### config.mk
export PLATFORM = sky130hd
export DESIGN_NAME = tmb_queue
export DESIGN_NICKNAME = d
export VERILOG_FILES = /design/src/sv/tmb_pkg.sv /design/src/sv/tmb_queue.sv
export SDC_FILE = /design/constraint.sdc
export NUM_CORES = 1
export LEC_CHECK = 0
export BUFFER_PORTS_ARGS = -buffer_cell sky130_fd_sc_hd__buf_2
export CAP_MARGIN = 30
export CORE_AREA = 2 2 414 416
export DETAILED_ROUTE_END_ITERATION = 10
export DIE_AREA = 0 0 416 418
export PLACE_DENSITY = 0.41
export REMOVE_ABC_BUFFERS = 1
export SLEW_MARGIN = 15
export SYNTH_ARGS = -nofsm -noshare
export SYNTH_HDL_FRONTEND = slang
export SYNTH_SLANG_ARGS = --single-unit
export TNS_END_PERCENT = 5
### constraint.sdc
create_clock -name clk -period 23.5 [get_ports clk]
set_clock_uncertainty 0.15 [all_clocks]
set_input_delay 3.525 -clock clk [delete_from_list [all_inputs] [get_ports clk]]
set_output_delay 3.525 -clock clk [all_outputs]
set_load 0.05 [all_outputs]
### src/sv/tmb_pkg.sv
// Package for the TRS model matrix builder: item types, CORDIC constants,
// fixed-point helpers. No dependencies.
package tmb_pkg;

    localparam int CordicSteps = 24;
    localparam logic signed [33:0] CordicGain = 34'sd652032874;
    localparam logic signed [31:0] OneQ16 = 32'sd65536;
    localparam logic signed [32:0] OneQ28 = 33'sd268435456;
    localparam logic ACT_EULER = 1'b0;
    localparam logic ACT_QUAT  = 1'b1;

    typedef struct packed {
        logic               action;
        logic signed [31:0] trans_x;
        logic signed [31:0] trans_y;
        logic signed [31:0] trans_z;
        logic signed [31:0] scale_x;
        logic signed [31:0] scale_y;
        logic signed [31:0] scale_z;
        logic signed [15:0] rot_a;
        logic signed [15:0] rot_b;
        logic signed [15:0] rot_c;
        logic signed [15:0] rot_d;
    } in_item_t;

    typedef struct packed {
        logic [1:0]         column_index;
        logic signed [31:0] elem_row0;
        logic signed [31:0] elem_row1;
        logic signed [31:0] elem_row2;
        logic signed [31:0] elem_row3;
        logic               saturated;
        logic               last;
    } out_item_t;

    typedef logic signed [33:0] q30_t;
    typedef logic signed [36:0] q28_t;

    typedef struct packed {
        logic signed [31:0] trans_x;
        logic signed [31:0] trans_y;
        logic signed [31:0] trans_z;
        logic signed [31:0] scale_x;
        logic signed [31:0] scale_y;
        logic signed [31:0] scale_z;
        q28_t [8:0]         rot;
    } rot_item_t;

    function automatic logic signed [31:0] atan_turn(input logic [4:0] i);
        case (i)
            5'd0:  atan_turn = 32'sd536870912;
            5'd1:  atan_turn = 32'sd316933405;
            5'd2:  atan_turn = 32'sd167458907;
            5'd3:  atan_turn = 32'sd85004756;
            5'd4:  atan_turn = 32'sd42667331;
            5'd5:  atan_turn = 32'sd21354465;
            5'd6:  atan_turn = 32'sd10679838;
            5'd7:  atan_turn = 32'sd5340245;
            5'd8:  atan_turn = 32'sd2670163;
            5'd9:  atan_turn = 32'sd1335086;
            5'd10: atan_turn = 32'sd667544;
            5'd11: atan_turn = 32'sd333772;
            5'd12: atan_turn = 32'sd166886;
            5'd13: atan_turn = 32'sd83443;
            5'd14: atan_turn = 32'sd41721;
            5'd15: atan_turn = 32'sd20860;
            5'd16: atan_turn = 32'sd10430;
            5'd17: atan_turn = 32'sd5215;
            5'd18: atan_turn = 32'sd2607;
            5'd19: atan_turn = 32'sd1303;
            5'd20: atan_turn = 32'sd651;
            5'd21: atan_turn = 32'sd325;
            5'd22: atan_turn = 32'sd162;
            5'd23: atan_turn = 32'sd81;
            default: atan_turn = 32'sd0;
        endcase
    endfunction

    function automatic q30_t mul30(input q30_t a, input q30_t b);
        logic signed [67:0] p;
        p = a * b + 68'sd536870912;
        mul30 = q30_t'(p >>> 30);
    endfunction

    function automatic q28_t to_q28(input logic signed [35:0] v);
        logic signed [35:0] t;
        t = (v + 36'sd2) >>> 2;
        to_q28 = q28_t'(t);
    endfunction

endpackage

### src/sv/tmb_queue.sv
// Two-entry queue between front and back parts. Uses tmb_pkg.
module tmb_queue
(
    input  logic               clk,
    input  logic               rst_n,
    input  logic               wr_valid,
    output logic               wr_stall,
    input  tmb_pkg::rot_item_t wr_item,
    output logic               rd_valid,
    input  logic               rd_stall,
    output tmb_pkg::rot_item_t rd_item
);

    tmb_pkg::rot_item_t mem_reg [2];
    logic       wp_reg, rp_reg;
    logic [1:0] cnt_reg;
    logic       wr, rd;

    assign wr_stall = cnt_reg == 2'd2;
    assign rd_valid = cnt_reg != 2'd0;
    assign rd_item  = mem_reg[rp_reg];
    assign wr = wr_valid && !wr_stall;
    assign rd = rd_valid && !rd_stall;

    always_ff @(posedge clk or negedge rst_n)
    begin
        if (!rst_n)
        begin
            wp_reg <= 1'b0;
            rp_reg <= 1'b0;
            cnt_reg <= 2'd0;
        end
        else
        begin
            if (wr) wp_reg <= !wp_reg;
            if (rd) rp_reg <= !rp_reg;
            cnt_reg <= cnt_reg + 2'(wr) - 2'(rd);
        end
    end

    always_ff @(posedge clk)
    begin
        if (wr) mem_reg[wp_reg] <= wr_item;
    end

    assert property (@(posedge clk) disable iff (!rst_n) cnt_reg <= 2'd2)
        else $error("queue overflow");
    assert property (@(posedge clk) disable iff (!rst_n)
        rd_valid && rd_stall |=> rd_valid)
        else $error("queue entry lost");
    assert property (@(posedge clk) disable iff (!rst_n)
        wr && !rd |=> rd_valid)
        else $error("queue write lost");

endmodule

# Word level (Yosys, flattened, before mapping)
# Memory sizes are Yosys's and may differ from the RTL's.
# Cells that the tools add are included.
[totals]
output_inout_bits = 527
elab_cells = 16
regBits = 4
input_bits = 529
rom_bits = 0
ramBits = 1050
memories = 1
latch_bits = 0
[mem_list]
columns = ["memory", "words", "word_bits", "rd", "rd_clocked_by_memory_dff", "write_ports", "line_no", "rtl"]
rows = [
  ["mem_reg", 2, 525, 1, 0, 1, "tmb_queue.sv:14", "tmb_pkg::rot_item_t mem_reg [2];"],
]
[op_classes]
div_mod_pow = 0
add_sub_neg = 2
n_eq_ne = 1
n_mul = 0
bitwise_logic = 0
n_lt_le_gt_ge = 0
n_mux = 2
n_shift = 0
n_reduce_logical = 7
[ops]
columns = ["operator", "n"]
rows = [
  ["1-bit zero test", 4],
  ["2-bit by 1-bit adder with 2-bit output", 1],
  ["2-bit equality test, second input constant", 1],
  ["1-bit logical AND", 2],
  ["1-bit 2-to-1 mux", 2],
  ["2-bit nonzero test", 1],
  ["2-bit by 1-bit subtractor with 2-bit output", 1],
]

# Logic depth before layout (Yosys ltp)
# Gate-level depths: netlist (run 1).
[depth]
ltp_word = 5
depth_mapped = 7
depth_no_buf = 7

# Least setup slack after synthesis (run 1)
# Ideal clock, no wire load.
[synth_path]
path_type = "input to register"
start = "input port wr_valid"
end = "memory mem_reg[0][0] in the netlist's numbering, enable pin"
setup_slack_ps = -3405
arrival_ps = 25329
path_buffers = 0
path_stages = 2
path_cell_list = "nand2_1 > nor2_1"
[synth_via]
elab_chain_cells = 3
[synth_lines]
columns = ["element", "line_no", "rtl"]
rows = [
  ["start, declared", "tmb_queue.sv:6", "input logic wr_valid,"],
  ["1-bit logical AND", "tmb_queue.sv:22", "assign wr = wr_valid && !wr_stall;"],
  ["1-bit 2-to-1 mux", "tmb_queue.sv:43", "if (wr) mem_reg[wp_reg] <= wr_item;"],
  ["1-bit 2-to-1 mux (implied by the code)", "tmb_queue.sv:43", ""],
  ["end, declared", "tmb_queue.sv:14", ""],
]
# No other way between the ends.

==> results of run 1 <==
kinds of logic (layout without fill, tap and decap cells):
logic type,Yosys count,in the layout
xor gates and xnor gates,4,4
muxes,525,525
buffers and inverters,61,1294
adders and majority gates,2,2
and+or+nand+nor,6,6
DFF,1054,1054
other,0,13
routing by layer:
metal / wire length, um / global-route usage / up-vias
met5: 398 / 0 / -
met4: 3490 / 0.0433 / 64
met3: 7920 / 0.0452 / 269
met2: 64600 / 0.240 / 673
met1: 47400 / 0.154 / 10400
li1: - / - / 8939
worst max-delay path: stages, from the launching register on:
cell and delay, ns:
dfrtp_4 0.94, buf_4 0.78, buf_4 0.74, buf_4 0.59, buf_12 0.30, buf_4 0.77, mux2_2 0.43, buf_2 0.21
area by class of cell:
class / count / area share
antenna: 13 / 0.000649
clock buffer: 152 / 0.0623
clock inverter: 60 / 0.00854
inverter: 2 / 0.000150
multi-input combinational: 537 / 0.131
sequential: 1054 / 0.631
tap: 2218 / 0.0554
timing repair buffer: 1080 / 0.111
metrics by stage:
| step | setup slack, ns | area [um^2] | TNS (ns) | cells | util |
|---|---|---|---|---|---|
| after floorplan | -3.40 | 38200 | -1787.43 | 1593 | - |
| final | 14.05 | 50100 | 0 | 5116 | 0.296 |
| after detailed placement | 14.66 | 46500 | 0 | 4891 | 0.275 |
| after global placement | 14.55 | 46400 | 0 | 4888 | 0.275 |
| after CTS | 13.82 | 50100 | 0 | 5103 | 0.296 |
| after global routing | 13.67 | 50100 | 0 | 5113 | 0.296 |
worst min-delay path by stage:
stage,start,end,slack [ns]
finish,cnt_reg[0]$_DFF_PN0_,cnt_reg[0]$_DFF_PN0_,0.38
detailed placement,cnt_reg[0]$_DFF_PN0_,cnt_reg[0]$_DFF_PN0_,0.37
global placement,cnt_reg[0]$_DFF_PN0_,cnt_reg[0]$_DFF_PN0_,0.36
global route,cnt_reg[0]$_DFF_PN0_,cnt_reg[0]$_DFF_PN0_,0.43
CTS,cnt_reg[0]$_DFF_PN0_,cnt_reg[0]$_DFF_PN0_,0.38
floorplan,wp_reg$_DFFE_PN0N_,wp_reg$_DFFE_PN0N_,0.31
power by group through the flow:
stage | clock network (uW) | logic, uW | registers, uW
after global placement | 0 | 3300 | 2730
after floorplan | 0 | 2650 | 3160
final | 1700 | 3240 | 2680
after detailed placement | 0 | 3300 | 2730
after global routing | 1840 | 3370 | 2720
after CTS | 1770 | 3310 | 2690
cell usage in the layout (no fill, tap or decap), types with 3 or more instances in the layout:
master,count
buf_12,4
diode_2,13
clkbuf_16,120
bufinv_16,4
clkinv_2,12
clkinv_1,37
buf_4,19
edfxtp_1,1050
mux2_4,140
dfrtp_1,3
mux2_2,385
xnor2_1,3
clkbuf_1,32
buf_2,1055
==> flow_summary_export.csv, run 1 <==
group,metric,value,unit
status,status,"complete, no violations",
timing,hold_slack,0.377,ns
timing,max_freq,106,MHz
final_layout,register_area,31600,um^2
clock_tree,postCtsSetupBuffers,0,
clock_tree,insertion_delay,0.73,ns
yosys,ys_seq_area_frac,0.820,
clock_tree,h-tree-depth,3,
critical_path,crit_end,"rd_item[2]",
critical_path,worst-setup-path-type,"flop to output port",
power_and_ir_drop,p_sw,3250,uW
yosys,yosys.area_share.simple,0.000843,
job,cap_violations,0,
route,vias,20300,
final_layout,largest_reg_flops,1050,
timing,slew_headroom,0.217,
yosys,synthFlopType,"edfxtp_1",
yosys,yosys-top-cells-count,"edfxtp_1 (1,050), mux2_2 (385), mux2_4 (140)",
power_and_ir_drop,combPwrFrac,0.425,
power_and_ir_drop,p_per_area,152,nW/um^2
yosys,syn_inst,1652,
die,initial_core_util,0.228,
route,wire_per_inst,24.2,um
final_layout,drive_gt1_frac,0.607,
placement,place_hpwl,91900,um
critical_path,crit-reg2reg-launch,"cnt_reg[1]$_DFF_PN0_",
critical_path,r2r_end,"mem_reg[0][475]$_DFFE_PP_",
timing,post-route-min-period,9.45,ns
yosys,avgSynthCellArea,23.3,um^2
power_and_ir_drop,p_leak,0.0185,uW
yosys,async_flop_share,0.00380,
clock_tree,cts_max_path_buffers,3,
yosys,synth_top_area_cell,"edfxtp_1",
clock_tree,clk_pin_slew,0.06,ns
timing,setup-violations-final,0,
yosys,synth.area.top_cells,"edfxtp_1 (82%), mux2_2 (11%), mux2_4 (5.4%)",
route,routed_via_density,3.98,
critical_path,cp.required,19.83,ns
clock_tree,cts_tree,"yes",
clock_tree,cts_made_buffers,118,
die,die_h,418,um
yosys,synth.distinct_cells,16,
global_routing,grt_first_pass_wirelength,165000,um
die,io_pins,1056,
yosys,syn_area,38600,um^2
yosys,yosys_warnings,0,
timing,worst_slew_pin_slew,1.17,ns
timing,rsz0062_at_grt,"no",
worst_hold_path,hold_depth,1,
power_and_ir_drop,p_int,4380,uW
route,ant_nets,0,
route,totalWireLength,124000,um
die,core-area,169000,um^2
yosys,post-synth-top-count-cell,"edfxtp_1",
critical_path,worstSetupEndpointType,"output port",
die,rows,151,
final_layout,final.fill_count,16900,
clock_tree,post_cts_resized,0,
yosys,synth_top_family_by_area,"multiplexers",
timing,final_hold_viol_count,0,
yosys,synth_mux_area_frac,0.167,
yosys,synthAdderAreaFrac,0.000649,
power_and_ir_drop,p_total,7630,uW
global_routing,gr-usage-all-layers,0.136,
critical_path,r2r_cells,7,
final_layout,area_growth_syn_to_layout,29.9,%
critical_path,crit_start,"rp_reg$_DFFE_PN0P_",
critical_path,ff2ff_setup_slack,19.15,ns
placement,gp_congestion,0.834,
worst_hold_path,hp-class,"flop to flop",
critical_path,start_kind,"flop",
clock_tree,cts_sinks,1054,
timing,drv_slew,0,
global_routing,grt_overflow_total,0,
global_routing,antenna_found_initial,78,
die,die_area,174000,um^2
critical_path,cp.arrival,5.78,ns
power_and_ir_drop,vdd_drop_max,0.0710,mV
placement,port-buffer-count,1055,
route,drt-initial-drc-count,1084,
power_and_ir_drop,p_sw_frac,0.426,
route,firstDrtPassIters,4,
yosys,synth_top_area_share,0.817,
final_layout,multi_input_area,6540,um^2
final_layout,layout.nets,3324,
yosys,synth_compound_area_frac,0,
global_routing,grt_pass1_vias,20800,
power_and_ir_drop,power_frac_clock,0.223,
route,drc,0,
critical_path,timing.critical_path.fanout_max,69,
yosys,ys_ff_latch,1054,
yosys,synth_enable_flop_cells,1050,
clock_tree,postCtsHoldBufs,0,
clock_tree,cts_root_buffer,"clkbuf_16",
die,die_w,416,um
global_routing,grt_max_degree,140,
yosys,synth_xor_area_frac,0.000908,
power_and_ir_drop,power_frac_seq,0.352,
timing,period_share,0.402,
Power figures use the tool's default switching activity.
==> run 2, diff against run 1 <==
PLACE_DENSITY = 0.39   (was 0.41)
clock period = 8.9 ns   (was 23.5 ns; I/O delays follow)
==> flow_summary_export.csv, run 2 (same netlist as run 1, synthesis figures left out) <==
group,metric,value,unit
route,wire_per_inst,24.4,um
timing,setup-violations-final,0,
route,drt-initial-drc-count,1274,
die,core-area,169000,um^2
critical_path,cp.arrival,3.51,ns
job,cap_violations,0,
route,ant_nets,0,
critical_path,cp.required,7.41,ns
timing,tns,0,ns
timing,final_hold_viol_count,0,
power_and_ir_drop,combPwrFrac,0.418,
critical_path,crit_path_frequent_cell,"buf_12",
power_and_ir_drop,p_per_area,405,nW/um^2
final_layout,layout.nets,3335,
final_layout,layout_commonest_cell,"buf_2",
die,rows,151,
critical_path,crit_family,"buffers and inverters",
global_routing,grt_pass1_vias,22100,
clock_tree,cts_made_buffers,130,
critical_path,crit_slowest_cell,"dfrtp_4",
final_layout,final.fill_count,16800,
die,io_pins,1056,
global_routing,gr-usage-all-layers,0.139,
final_layout,instances_no_fill,5135,
final_layout,register_area,31600,um^2
route,routed_via_density,4.05,
global_routing,antenna_found_initial,92,
final_layout,final_cell_mix,"buf_2 (1,055), edfxtp_1 (1,050), mux2_2 (385), mux2_4 (140), clkbuf_16 (132)",
route,vias,20800,
placement,gp_congestion,0.848,
die,die_w,416,um
global_routing,grt_overflow_total,0,
clock_tree,postCtsSetupBuffers,0,
clock_tree,cts_max_path_buffers,3,
timing,drv_slew,0,
timing,slew_headroom,0.197,
route,drc,0,
status,status,"complete, no violations",
power_and_ir_drop,p_sw,8650,uW
power_and_ir_drop,p_leak,0.0187,uW
power_and_ir_drop,power_frac_seq,0.346,
clock_tree,post_cts_resized,0,
critical_path,start_kind,"flop",
clock_tree,insertion_delay,0.74,ns
timing,worst_slew_pin_slew,1.20,ns
timing,max_freq,200,MHz
critical_path,slowest_delay,0.87,ns
timing,rsz0062_at_grt,"no",
final_layout,drive_gt1_frac,0.614,
global_routing,grt_max_degree,141,
worst_hold_path,hp-class,"primary input to async pin",
placement,dp_cells,4889,
clock_tree,h-tree-depth,4,
power_and_ir_drop,p_int,11800,uW
final_layout,area_growth_syn_to_layout,30.8,%
power_and_ir_drop,power_frac_clock,0.235,
global_routing,grt_first_pass_wirelength,170000,um
critical_path,worstSetupEndpointType,"output port",
route,firstDrtPassIters,5,
critical_path,worst-setup-path-type,"flop to output port",
critical_path,path_cells,"buf_12, buf_12, mux2_2, buf_2",
critical_path,crit_buf_inv,3,
power_and_ir_drop,p_sw_frac,0.424,
die,initial_core_util,0.228,
timing,post-route-min-period,5.00,ns
route,totalWireLength,125000,um
die,die_h,418,um
critical_path,ff2ff_setup_slack,5.62,ns
clock_tree,cts_root_buffer,"clkbuf_16",
placement,place_hpwl,92200,um
timing,period_share,0.562,
final_layout,multi_input_area,6540,um^2
clock_tree,clk_pin_slew,0.05,ns
clock_tree,cts_sinks,1054,
clock_tree,cts_tree,"yes",
power_and_ir_drop,vdd_drop_max,0.252,mV
placement,port-buffer-count,1055,
critical_path,timing.critical_path.fanout_max,101,
die,die_area,174000,um^2
clock_tree,postCtsHoldBufs,0,
final_layout,largest_reg_flops,1050,
run 2: cell count changes in the layout (fill, tap and decap cells not counted), sizes merged:
cell      before   now
clkbuf       152   157
bufinv         4     2
clkinvlp       0     3
inv            5    11
diode         13    25
clkinv        53    49
buf         1080  1079
run 2: routing by layer:
layer,routed length (um),vias up,track usage
met5,261,-,0
li1,-,9002,-
met2,66900,791,0.253
met1,45000,10700,0.149
met3,8260,318,0.0437
met4,4870,42,0.0559
run 2: worst paths after layout:
| path | startpoint | end | cells after the start |
|---|---|---|---|
| worst max-delay path | rp_reg$_DFFE_PN0P_ | rd_item[309] | 4 |
| worst max register to register | cnt_reg[0]$_DFF_PN0_ | mem_reg[0][329]$_DFFE_PP_ | 5 |
| worst min-delay path | rst_n | wp_reg$_DFFE_PN0N_ | 1 |
| max in group asynchronous | rst_n | rp_reg$_DFFE_PN0P_ | 1 |
| min in group clk | cnt_reg[0]$_DFF_PN0_ | cnt_reg[0]$_DFF_PN0_ | 1 |
| worst min register to register | cnt_reg[0]$_DFF_PN0_ | cnt_reg[0]$_DFF_PN0_ | 1 |
run 2: worst register-to-register path: cells and delay by family, from the launching register on:
kind | cells | cell delay, ns
DFF | 1 | 0.37
buffers and inverters | 2 | 1.31
and+or+nand+nor | 3 | 0.87
run 2: area by class of cell:
class	instances	area share
Sequential cell	1054	0.627
Clock buffer	157	0.0674
Inverter	2	0.000149
Multi-Input combinational cell	537	0.130
Clock inverter	63	0.00866
Antenna cell	25	0.00124
Tap cell	2218	0.0550
Timing Repair Buffer	1079	0.111
run 2: metrics by stage:
| stage | area, um^2 | total power (uW) | hold slack (ns) | utilization | setup WS, ns |
|---|---|---|---|---|---|
| after floorplan | 38200 | 13200 | 0.311 | - | -15.81 |
| after global placement | 46500 | 15800 | 0.350 | 0.275 | 4.66 |
| after detailed placement | 46500 | 15900 | 0.386 | 0.275 | 4.61 |
| after CTS | 50300 | 20800 | 0.148 | 0.298 | 3.76 |
| after global routing | 50400 | 21200 | 0.171 | 0.298 | 3.71 |
| final | 50400 | 20400 | 0.239 | 0.298 | 3.90 |
run 2: power groups by stage:
stage                     combinational, uW  clock, uW  sequential, uW
after detailed placement               8690          0            7190
after floorplan                        5300          0            7890
after CTS                              8710       5000            7100
final                                  8550       4810            7080
after global routing                   8870       5180            7170
after global placement                 8650          0            7160
